### src/rtl/i2csrf_pkg.sv
`timescale 1ns / 1ps

package i2csrf_pkg;

  localparam int REQ_DEPTH = 32;
  localparam int RSP_DEPTH = 32;

  localparam int ADDR_W     = 7;
  localparam int CMD_W      = 3;
  localparam int BYTE_W     = 8;
  localparam int REQ_CNT_W  = $clog2(REQ_DEPTH + 1);
  localparam int RSP_FILL_W = $clog2(RSP_DEPTH + 1);
  localparam int RSP_HEAD_W = (RSP_DEPTH > 1) ? $clog2(RSP_DEPTH) : 1;

  localparam logic [CMD_W-1:0] CMD_START = 3'd0;
  localparam logic [CMD_W-1:0] CMD_STOP  = 3'd1;
  localparam logic [CMD_W-1:0] CMD_RX    = 3'd2;
  localparam logic [CMD_W-1:0] CMD_TX    = 3'd3;
  localparam logic [CMD_W-1:0] CMD_PUSH  = 3'd4;
  localparam logic [CMD_W-1:0] CMD_DONE  = 3'd5;

  localparam logic [BYTE_W-1:0] ADR_MASK    = 8'hFE;
  localparam logic [BYTE_W-1:0] FRAME_EXTRA = 8'd2;
  localparam logic [ADDR_W-1:0] OWN_ADDR_RST = 7'd8;

  typedef struct packed {
    logic              slave_ack;
    logic              tx_valid;
    logic [BYTE_W-1:0] tx_byte;
    logic              req_valid;
    logic [BYTE_W-1:0] req_byte;
    logic              request_ready;
    logic              busy_res;
    logic              resp_overflow;
  } res_t;

endpackage

### src/rtl/i2csrf_if.sv
`timescale 1ns / 1ps

interface i2csrf_evt_if;
  import i2csrf_pkg::*;
  logic              valid;
  logic              ready;
  logic [CMD_W-1:0]  command;
  logic [BYTE_W-1:0] data_byte;
  logic              master_ack;
  logic [BYTE_W-1:0] status_code;

  modport source (output valid, command, data_byte, master_ack, status_code, input ready);
  modport sink   (input valid, command, data_byte, master_ack, status_code, output ready);
endinterface

interface i2csrf_res_if;
  import i2csrf_pkg::*;
  logic              valid;
  logic              ready;
  logic              slave_ack;
  logic              tx_valid;
  logic [BYTE_W-1:0] tx_byte;
  logic              req_valid;
  logic [BYTE_W-1:0] req_byte;
  logic              request_ready;
  logic              busy_res;
  logic              resp_overflow;

  modport source (output valid, slave_ack, tx_valid, tx_byte, req_valid, req_byte,
                  request_ready, busy_res, resp_overflow, input ready);
  modport sink   (input valid, slave_ack, tx_valid, tx_byte, req_valid, req_byte,
                  request_ready, busy_res, resp_overflow, output ready);
endinterface

interface i2csrf_cfg_if;
  import i2csrf_pkg::*;
  logic              valid;
  logic              ready;
  logic [ADDR_W-1:0] data;

  modport source (output valid, data, input ready);
  modport sink   (input valid, data, output ready);
endinterface

### src/rtl/i2c_slave_request_response_framer.sv
`timescale 1ns / 1ps
// channel  | role   | transfer
// ---------+--------+-------------------------------------------------
// evt      | sink   | one bus or host event: command, data, acks, status
// result   | source | one result per event
// cfg      | sink   | own_address write
//
// One event per cycle while evt.ready is high; its result is registered, in the skid entry if the output is stalled.
// A two-entry output (result register plus skid) keeps evt ready while one
// result waits; evt.ready drops only when both entries are full.
// rst is synchronous: mode idle, counters and checksum zero, address 8.
// The response store has no reset; only written entries are read.

module i2c_slave_request_response_framer (
  input logic           clk,
  input logic           rst,
  i2csrf_evt_if.sink    evt,
  i2csrf_res_if.source  result,
  i2csrf_cfg_if.sink    cfg
);
  import i2csrf_pkg::*;

  localparam int MODE_W = 3;
  localparam int POS_W  = RSP_FILL_W + 1;
  localparam logic [MODE_W-1:0] M_IDLE             = 3'd0;
  localparam logic [MODE_W-1:0] M_RECV_ADR         = 3'd1;
  localparam logic [MODE_W-1:0] M_RECV_DATA        = 3'd2;
  localparam logic [MODE_W-1:0] M_RECV_ADR_RESTART = 3'd3;
  localparam logic [MODE_W-1:0] M_SEND_DATA        = 3'd4;
  localparam logic [MODE_W-1:0] M_SEND_ERROR       = 3'd5;
  localparam logic [MODE_W-1:0] M_SEND_CHKSM       = 3'd6;

  logic [ADDR_W-1:0]     own_address;
  logic [MODE_W-1:0]     mode, mode_next;
  logic [BYTE_W-1:0]     checksum, checksum_next;
  logic [REQ_CNT_W-1:0]  req_count, req_count_next;
  logic [BYTE_W-1:0]     store [RSP_DEPTH];
  logic [RSP_HEAD_W-1:0] head, head_next;
  logic [RSP_FILL_W-1:0] fill, fill_next;
  logic [BYTE_W-1:0]     last_status, last_status_next;

  logic                  out_valid, skid_valid;
  res_t                  out_data, skid_data, res;

  logic                  accept, out_fire, addr_hit, wr_en;
  logic [BYTE_W-1:0]     rd_byte, len;
  logic [RSP_HEAD_W-1:0] head_inc, tail;
  logic [POS_W-1:0]      tail_sum;

  assign accept   = evt.valid && evt.ready;
  assign out_fire = out_valid && result.ready;
  assign addr_hit = (evt.data_byte & ADR_MASK) == ({own_address, 1'b0} & ADR_MASK);
  assign rd_byte  = store[head];
  assign head_inc = (head == RSP_HEAD_W'(RSP_DEPTH - 1)) ? '0 : head + 1'b1;
  assign tail_sum = POS_W'(head) + POS_W'(fill);
  assign tail     = (tail_sum >= POS_W'(RSP_DEPTH)) ?
                    RSP_HEAD_W'(tail_sum - POS_W'(RSP_DEPTH)) : RSP_HEAD_W'(tail_sum);
  assign len      = (last_status != '0) ? FRAME_EXTRA : BYTE_W'(fill) + FRAME_EXTRA;

  always_comb begin
    mode_next        = mode;
    checksum_next    = checksum;
    req_count_next   = req_count;
    head_next        = head;
    fill_next        = fill;
    last_status_next = last_status;
    wr_en            = 1'b0;
    res              = '0;
    case (evt.command)
      CMD_START: begin
        if (mode == M_RECV_DATA) begin
          mode_next         = M_RECV_ADR_RESTART;
          head_next         = '0;
          fill_next         = '0;
          last_status_next  = '0;
          res.request_ready = 1'b1;
        end else begin
          mode_next     = M_RECV_ADR;
          checksum_next = '0;
        end
      end
      CMD_STOP: mode_next = M_IDLE;
      CMD_RX: begin
        case (mode)
          M_RECV_ADR: begin
            if (!addr_hit || evt.data_byte[0]) begin
              mode_next = M_IDLE;
            end else begin
              checksum_next  = checksum + evt.data_byte;
              req_count_next = '0;
              mode_next      = M_RECV_DATA;
              res.slave_ack  = 1'b1;
            end
          end
          M_RECV_DATA: begin
            if (req_count >= REQ_CNT_W'(REQ_DEPTH)) begin
              mode_next = M_IDLE;
            end else begin
              req_count_next = req_count + 1'b1;
              checksum_next  = checksum + evt.data_byte;
              res.slave_ack  = 1'b1;
              res.req_valid  = 1'b1;
              res.req_byte   = evt.data_byte;
            end
          end
          M_RECV_ADR_RESTART: begin
            if (!addr_hit || !evt.data_byte[0]) begin
              mode_next = M_IDLE;
            end else begin
              checksum_next = checksum + evt.data_byte + len;
              mode_next     = (len <= FRAME_EXTRA) ? M_SEND_ERROR : M_SEND_DATA;
              res.slave_ack = 1'b1;
              res.tx_valid  = 1'b1;
              res.tx_byte   = len;
            end
          end
          default: mode_next = M_IDLE;
        endcase
      end
      CMD_TX: begin
        if (!evt.master_ack) begin
          mode_next = M_IDLE;
        end else if (mode == M_SEND_DATA && fill != '0) begin
          head_next     = head_inc;
          fill_next     = fill - 1'b1;
          checksum_next = checksum + rd_byte;
          res.tx_valid  = 1'b1;
          res.tx_byte   = rd_byte;
          if (fill == RSP_FILL_W'(1)) mode_next = M_SEND_ERROR;
        end else if (mode == M_SEND_DATA || mode == M_SEND_ERROR) begin
          checksum_next = checksum + last_status;
          res.tx_valid  = 1'b1;
          res.tx_byte   = last_status;
          mode_next     = M_SEND_CHKSM;
        end else if (mode == M_SEND_CHKSM) begin
          res.tx_valid = 1'b1;
          res.tx_byte  = checksum;
          mode_next    = M_IDLE;
        end else begin
          mode_next = M_IDLE;
        end
      end
      CMD_PUSH: begin
        if (fill < RSP_FILL_W'(RSP_DEPTH)) begin
          wr_en     = 1'b1;
          fill_next = fill + 1'b1;
        end else begin
          res.resp_overflow = 1'b1;
        end
      end
      CMD_DONE: last_status_next = evt.status_code;
      default: ;
    endcase
    res.busy_res = (mode_next != M_IDLE);
  end

  always_ff @(posedge clk) begin
    if (rst) begin
      own_address <= OWN_ADDR_RST;
      mode        <= M_IDLE;
      checksum    <= '0;
      req_count   <= '0;
      head        <= '0;
      fill        <= '0;
      last_status <= '0;
    end else begin
      if (cfg.valid) own_address <= cfg.data;
      if (accept) begin
        mode        <= mode_next;
        checksum    <= checksum_next;
        req_count   <= req_count_next;
        head        <= head_next;
        fill        <= fill_next;
        last_status <= last_status_next;
      end
    end
  end

  always_ff @(posedge clk) begin
    if (accept && wr_en) store[tail] <= evt.data_byte;
  end

  // result register plus skid entry
  always_ff @(posedge clk) begin
    if (rst) begin
      out_valid  <= 1'b0;
      skid_valid <= 1'b0;
    end else if (skid_valid) begin
      if (result.ready) begin
        out_data   <= skid_data;
        skid_valid <= 1'b0;
      end
    end else if (accept) begin
      if (out_valid && !result.ready) begin
        skid_data  <= res;
        skid_valid <= 1'b1;
      end else begin
        out_data  <= res;
        out_valid <= 1'b1;
      end
    end else if (out_fire) begin
      out_valid <= 1'b0;
    end
  end

  assign evt.ready            = !skid_valid;
  assign cfg.ready            = 1'b1;
  assign result.valid         = out_valid;
  assign result.slave_ack     = out_data.slave_ack;
  assign result.tx_valid      = out_data.tx_valid;
  assign result.tx_byte       = out_data.tx_byte;
  assign result.req_valid     = out_data.req_valid;
  assign result.req_byte      = out_data.req_byte;
  assign result.request_ready = out_data.request_ready;
  assign result.busy_res      = out_data.busy_res;
  assign result.resp_overflow = out_data.resp_overflow;

endmodule

### src/flat_wrapper.sv
// flat-port wrapper written by rule: the top's interface ports become plain ports
module i2c_slave_request_response_framer_flat import i2csrf_pkg::*;
  (clk, rst, evt_valid, evt_command, evt_data_byte, evt_master_ack, evt_status_code, evt_ready, result_valid, result_slave_ack, result_tx_valid, result_tx_byte, result_req_valid, result_req_byte, result_request_ready, result_busy_res, result_resp_overflow, result_ready, cfg_valid, cfg_data, cfg_ready);
  i2csrf_evt_if evt_i ();
  i2csrf_res_if result_i ();
  i2csrf_cfg_if cfg_i ();
  input logic clk;
  input logic rst;
  input wire logic [$bits(evt_i.valid)-1:0] evt_valid;
  input wire logic [$bits(evt_i.command)-1:0] evt_command;
  input wire logic [$bits(evt_i.data_byte)-1:0] evt_data_byte;
  input wire logic [$bits(evt_i.master_ack)-1:0] evt_master_ack;
  input wire logic [$bits(evt_i.status_code)-1:0] evt_status_code;
  output wire logic [$bits(evt_i.ready)-1:0] evt_ready;
  output wire logic [$bits(result_i.valid)-1:0] result_valid;
  output wire logic [$bits(result_i.slave_ack)-1:0] result_slave_ack;
  output wire logic [$bits(result_i.tx_valid)-1:0] result_tx_valid;
  output wire logic [$bits(result_i.tx_byte)-1:0] result_tx_byte;
  output wire logic [$bits(result_i.req_valid)-1:0] result_req_valid;
  output wire logic [$bits(result_i.req_byte)-1:0] result_req_byte;
  output wire logic [$bits(result_i.request_ready)-1:0] result_request_ready;
  output wire logic [$bits(result_i.busy_res)-1:0] result_busy_res;
  output wire logic [$bits(result_i.resp_overflow)-1:0] result_resp_overflow;
  input wire logic [$bits(result_i.ready)-1:0] result_ready;
  input wire logic [$bits(cfg_i.valid)-1:0] cfg_valid;
  input wire logic [$bits(cfg_i.data)-1:0] cfg_data;
  output wire logic [$bits(cfg_i.ready)-1:0] cfg_ready;
  assign evt_i.valid = evt_valid;
  assign evt_i.command = evt_command;
  assign evt_i.data_byte = evt_data_byte;
  assign evt_i.master_ack = evt_master_ack;
  assign evt_i.status_code = evt_status_code;
  assign evt_ready = evt_i.ready;
  assign result_valid = result_i.valid;
  assign result_slave_ack = result_i.slave_ack;
  assign result_tx_valid = result_i.tx_valid;
  assign result_tx_byte = result_i.tx_byte;
  assign result_req_valid = result_i.req_valid;
  assign result_req_byte = result_i.req_byte;
  assign result_request_ready = result_i.request_ready;
  assign result_busy_res = result_i.busy_res;
  assign result_resp_overflow = result_i.resp_overflow;
  assign result_i.ready = result_ready;
  assign cfg_i.valid = cfg_valid;
  assign cfg_i.data = cfg_data;
  assign cfg_ready = cfg_i.ready;
  i2c_slave_request_response_framer u_core (.clk(clk), .rst(rst), .evt(evt_i), .result(result_i), .cfg(cfg_i));
endmodule
### config.mk
export PLATFORM = sky130hd
export DESIGN_NAME = i2c_slave_request_response_framer_flat
export DESIGN_NICKNAME = d
export VERILOG_FILES = /design/src/rtl/i2csrf_pkg.sv /design/src/rtl/i2csrf_if.sv /design/src/rtl/i2c_slave_request_response_framer.sv /design/src/flat_wrapper.sv
export SDC_FILE = /design/constraint.sdc
export NUM_CORES = 1
export LEC_CHECK = 0
export BUFFER_PORTS_ARGS = -buffer_cell sky130_fd_sc_hd__buf_2
export CAP_MARGIN = 20
export CORE_MARGIN = 2
export CORE_UTILIZATION = 45
export DETAILED_ROUTE_END_ITERATION = 6
export SKIP_CTS_REPAIR_TIMING = 1
export SLEW_MARGIN = 5
export SYNTH_ARGS = -nofsm -noshare
export SYNTH_HDL_FRONTEND = slang
export SYNTH_SLANG_ARGS = --single-unit
### constraint.sdc
create_clock -name clk -period 4 [get_ports clk]
set_input_delay 0.4 -clock clk [delete_from_list [all_inputs] [get_ports clk]]
set_output_delay 0.4 -clock clk [all_outputs]
set_load 0.02 [all_outputs]
==> results.md <==
Outcome:
- The run finished, with violations left.
- The final reports fail on negative setup slack.

Routing:
- The wire length on met2 is approximately 19 mm.
- For this block, wires on met1 add up to between 15 and 20 mm.
- The first routing iteration left 867 violations.
- The remaining antenna violation count is 0.
- The routed via count is 9552.
- The top layer used by detailed routing is met4.
- For this block, the routed nets add up to 38.9 mm of wire.
- After detailed routing, the number of remaining DRC violations is 0.
- In the routed layout, each cell is associated on average with a via count of between 5 and 6.
- After detailed routing, the average wire length per cell comes to 23.3 um.
- After detailed routing, the met3 layer carries 2.37 mm of wire.
- The first-pass iteration count of the detailed router is 7.

Power:
- The power density normalized to cell area is 422 mW/mm2.
- The static power due to leakage is 6.37 nW.
- IR analysis of the VDD net gives a maximum drop of 355 uV.

Worst setup path:
- The cell count of the worst reg-to-reg path is 17.
- The type of element capturing the critical path is a flip-flop.
- The register-to-register setup slack is -0.15 ns.
- Data on the critical path arrives at its endpoint at 4.58 ns.
- Along the worst path, the maximum fanout reaches 5.
- The type of the setup path with the least slack is flip-flop to flip-flop.
- The required time at the endpoint of the critical path is 4.43 ns.
- The type of element launching the critical path is a flip-flop.
- The end of the worst register-to-register path is u_core.checksum[7].

Finish:
- In the layout the commonest cells are sky130_fd_sc_hd__edfxtp_1, sky130_fd_sc_hd__buf_4, sky130_fd_sc_hd__nor2_1.
- Leaving out fill and tap cells, the most frequent cell in the layout is sky130_fd_sc_hd__edfxtp_1.
- The number of cells in the finished layout apart from fillers is 1670.
- The final-stage net count is 1256.
- Compared with the post-synthesis result, the final layout area differs by 18.9%.
- The number of inserted diodes is 0.
- The share of final-layout standard cells stronger than drive strength 1 is 28.6%.

Clock network:
- Counting along the longest clock path gives a buffer depth of 3.
- The cell at the root of the clock tree is sky130_fd_sc_hd__clkbuf_16.
- Clock-pin slew was measured on the worst setup and hold paths at 0.06 ns.
- For this design, the sink count on the clock tree is 350.
- The clock latency on the worst-skew pair is 0.55 ns.
- In this run the number of H-tree levels came out at 2.
- TritonCTS built the clock tree.
- The number of clock buffers inserted by TritonCTS is 38.

Floorplanning:
- The die covers roughly 0.036 mm2.
- For this configuration, the core starts out at a cell density of 45.4%.
- The die is 190 um tall.
- The width of the die is roughly 190 um.
- The core region area is roughly 0.034 mm2.
- The number of I/O pins is between 50 and 60.
- The floorplan has 68 rows.

Timing:
- The final clock skew is between 0.02 and 0.03 ns.
- The final-report max-slew violation count came to 0.
- The minimum period implied by the final worst setup slack is 4.15 ns.
- Setup repair after global routing could not meet its margin everywhere.
- The number of hold violations in the final report was 0.
- On the final layout, the worst hold slack is approximately 0.051 ns.
- The setup-violating endpoint count in the final report is 1.
- The achievable clock frequency is 241 MHz.
- The setup slack of the critical path after layout is -0.152 ns.
- For the pin with the worst max-slew slack, the measured transition is 0.907 ns.
- The headroom to the max-slew limit is about 40%.
- After layout, the worst path uses 104% of the clock period.

Placement:
- The worst slack at placement is -0.0742 ns.
- Routability-driven placement finished with a final weighted congestion of 0.870.
- The number of placed instances with taps included is between 1500 and 2000.
- After legalization and detailed placement, the total HPWL measured approximately 26 mm.
- The port buffer count is 55.

Synth:
- Of all flip-flops after synthesis, the portion carrying an async set or reset was 0%.
- The share of synthesized area occupied by flip-flops and latches is 64.2%.
- The net count of the mapped netlist is between 1000 and 1500.
- The distinct cell type count after synthesis is 63.
- The mapped cell area is ~0.016 mm2.
- The number of storage elements in the synthesis netlist is 350.
- The average instance area after synthesis is 15.1 um2.
- Yosys mapped a number of flops with a built-in enable equal to 300.
- The commonest register cell after synthesis is sky130_fd_sc_hd__edfxtp_1.
- For this run, the number of Yosys warnings is 0.
- The cell count after synthesis came out at 1035.

Global route:
- The number of antenna violations at the first check in global routing was 0.
- The global route total overflow is 0.
- The total global routing track utilization is 21.4%.
- The pin count of the biggest net entering global routing is 47.
- The via count of the first global-routing pass is roughly 9300.
- The first-pass GRT wire length is 57.4 mm.

Hold path:
- The worst hold path terminates at u_core.own_address[3].
- The hold path startpoint is cfg_data[3].
- The path type of the worst min-delay path is input pin to flip-flop.
- The worst hold path cell count is 2.

Flow run:
- Max-cap violations in this run came to 0.
cell usage after synthesis (all sizes together) (20+ instances only):
cell type,instances,area (um2)
nor2,92,345
mux2i,20,200
inv,23,86.3
clkbuf,32,120
mux2,23,259
ha,35,438
buf,22,119
nand3,23,115
mux4,78,1760
nand2,58,218
dfxtp,50,1000
edfxtp,300,9010
a21oi,43,215
o21ai,27,135
nor3,25,125
sequential cells by signal, summed over array words and instances (netlist names), 3 cells and up, named ones only:
register / flops
u_core.checksum: 8
u_core.fill: 6
u_core.store: 256
u_core.last_status: 8
u_core.own_address: 7
u_core.head: 5
u_core.req_count: 6
u_core.result.tx_byte: 8
u_core.mode: 3
u_core.skid_data: 22
u_core.result.req_byte: 8
cell type report:
class                           instances  area [um2]
Clock buffer                           48        1010
Clock inverter                         22         196
Fill cell                            2872       15800
Inverter                               24        90.1
Multi-Input combinational cell        607        5370
Sequential cell                       350       10000
Tap cell                              455         569
Timing Repair Buffer                  164        1300
cell families (layout without fill, tap and decap cells):
family / Yosys count / after routing / synth area share [%]
adders and majority gates: 39 / 39 / 3.32
AOI/OAI and AO/OA: 151 / 151 / 6.39
DFF: 350 / 350 / 64.2
other: 1 / 1 / 0.0240
muxes: 121 / 121 / 14.2
and+or+nand+nor: 261 / 261 / 7.87
buffers and inverters: 78 / 258 / 2.11
xor gates and xnor gates: 34 / 34 / 1.91
per-stage QoR:
step / TNS (ns) / utilization [%] / area (um2) / power, mW
after CTS: -0.114 / 52.8 / 18100 / 7.87
after floorplan: 0 / - / 15600 / 4.33
final: -0.152 / 54.0 / 18500 / 7.82
after global routing: -0.341 / 54.0 / 18500 / 8.08
after detailed placement: -0.0742 / 49.3 / 16900 / 4.50
after global placement: 0 / 49.3 / 16900 / 4.49
critical path, stage by stage (launching register included):
cell,delay (ns)
sky130_fd_sc_hd__dfxtp_4,0.37
sky130_fd_sc_hd__buf_12,0.14
sky130_fd_sc_hd__clkbuf_16,0.15
sky130_fd_sc_hd__buf_4,0.10
sky130_fd_sc_hd__mux4_2,0.50
sky130_fd_sc_hd__mux4_2,0.55
sky130_fd_sc_hd__mux2i_2,0.24
sky130_fd_sc_hd__nor2_1,0.10
sky130_fd_sc_hd__a21o_1,0.19
sky130_fd_sc_hd__ha_1,0.29
sky130_fd_sc_hd__nor3_1,0.05
sky130_fd_sc_hd__nor2_1,0.12
sky130_fd_sc_hd__o41a_1,0.27
sky130_fd_sc_hd__buf_4,0.15
sky130_fd_sc_hd__inv_2,0.03
sky130_fd_sc_hd__a311o_1,0.29
sky130_fd_sc_hd__a21o_1,0.18
sky130_fd_sc_hd__a311oi_2,0.29
worst max-delay path by stage:
stage	slack (ns)	end	depth (start not counted)
floorplan	0.13	u_core.checksum[7]	14
finish	-0.15	u_core.checksum[7]	17
CTS	-0.11	u_core.checksum[7]	14
global route	-0.31	u_core.checksum[7]	16
global placement	0.003	u_core.checksum[7]	15
detailed placement	-0.07	u_core.checksum[7]	14
layer usage:
layer  track usage, %  vias up
met2             35.5      299
met1             29.8     4848
met3             3.25       60
met5                0        -
li1                 -     4345
met4             5.52        0
where the power goes:
group          total [mW]  internal (mW)  switching (mW)
registers            4.01           3.99          0.0201
logic               0.431          0.161           0.270
clock network        3.39           1.94            1.45
(Power assumes the default switching activity.)
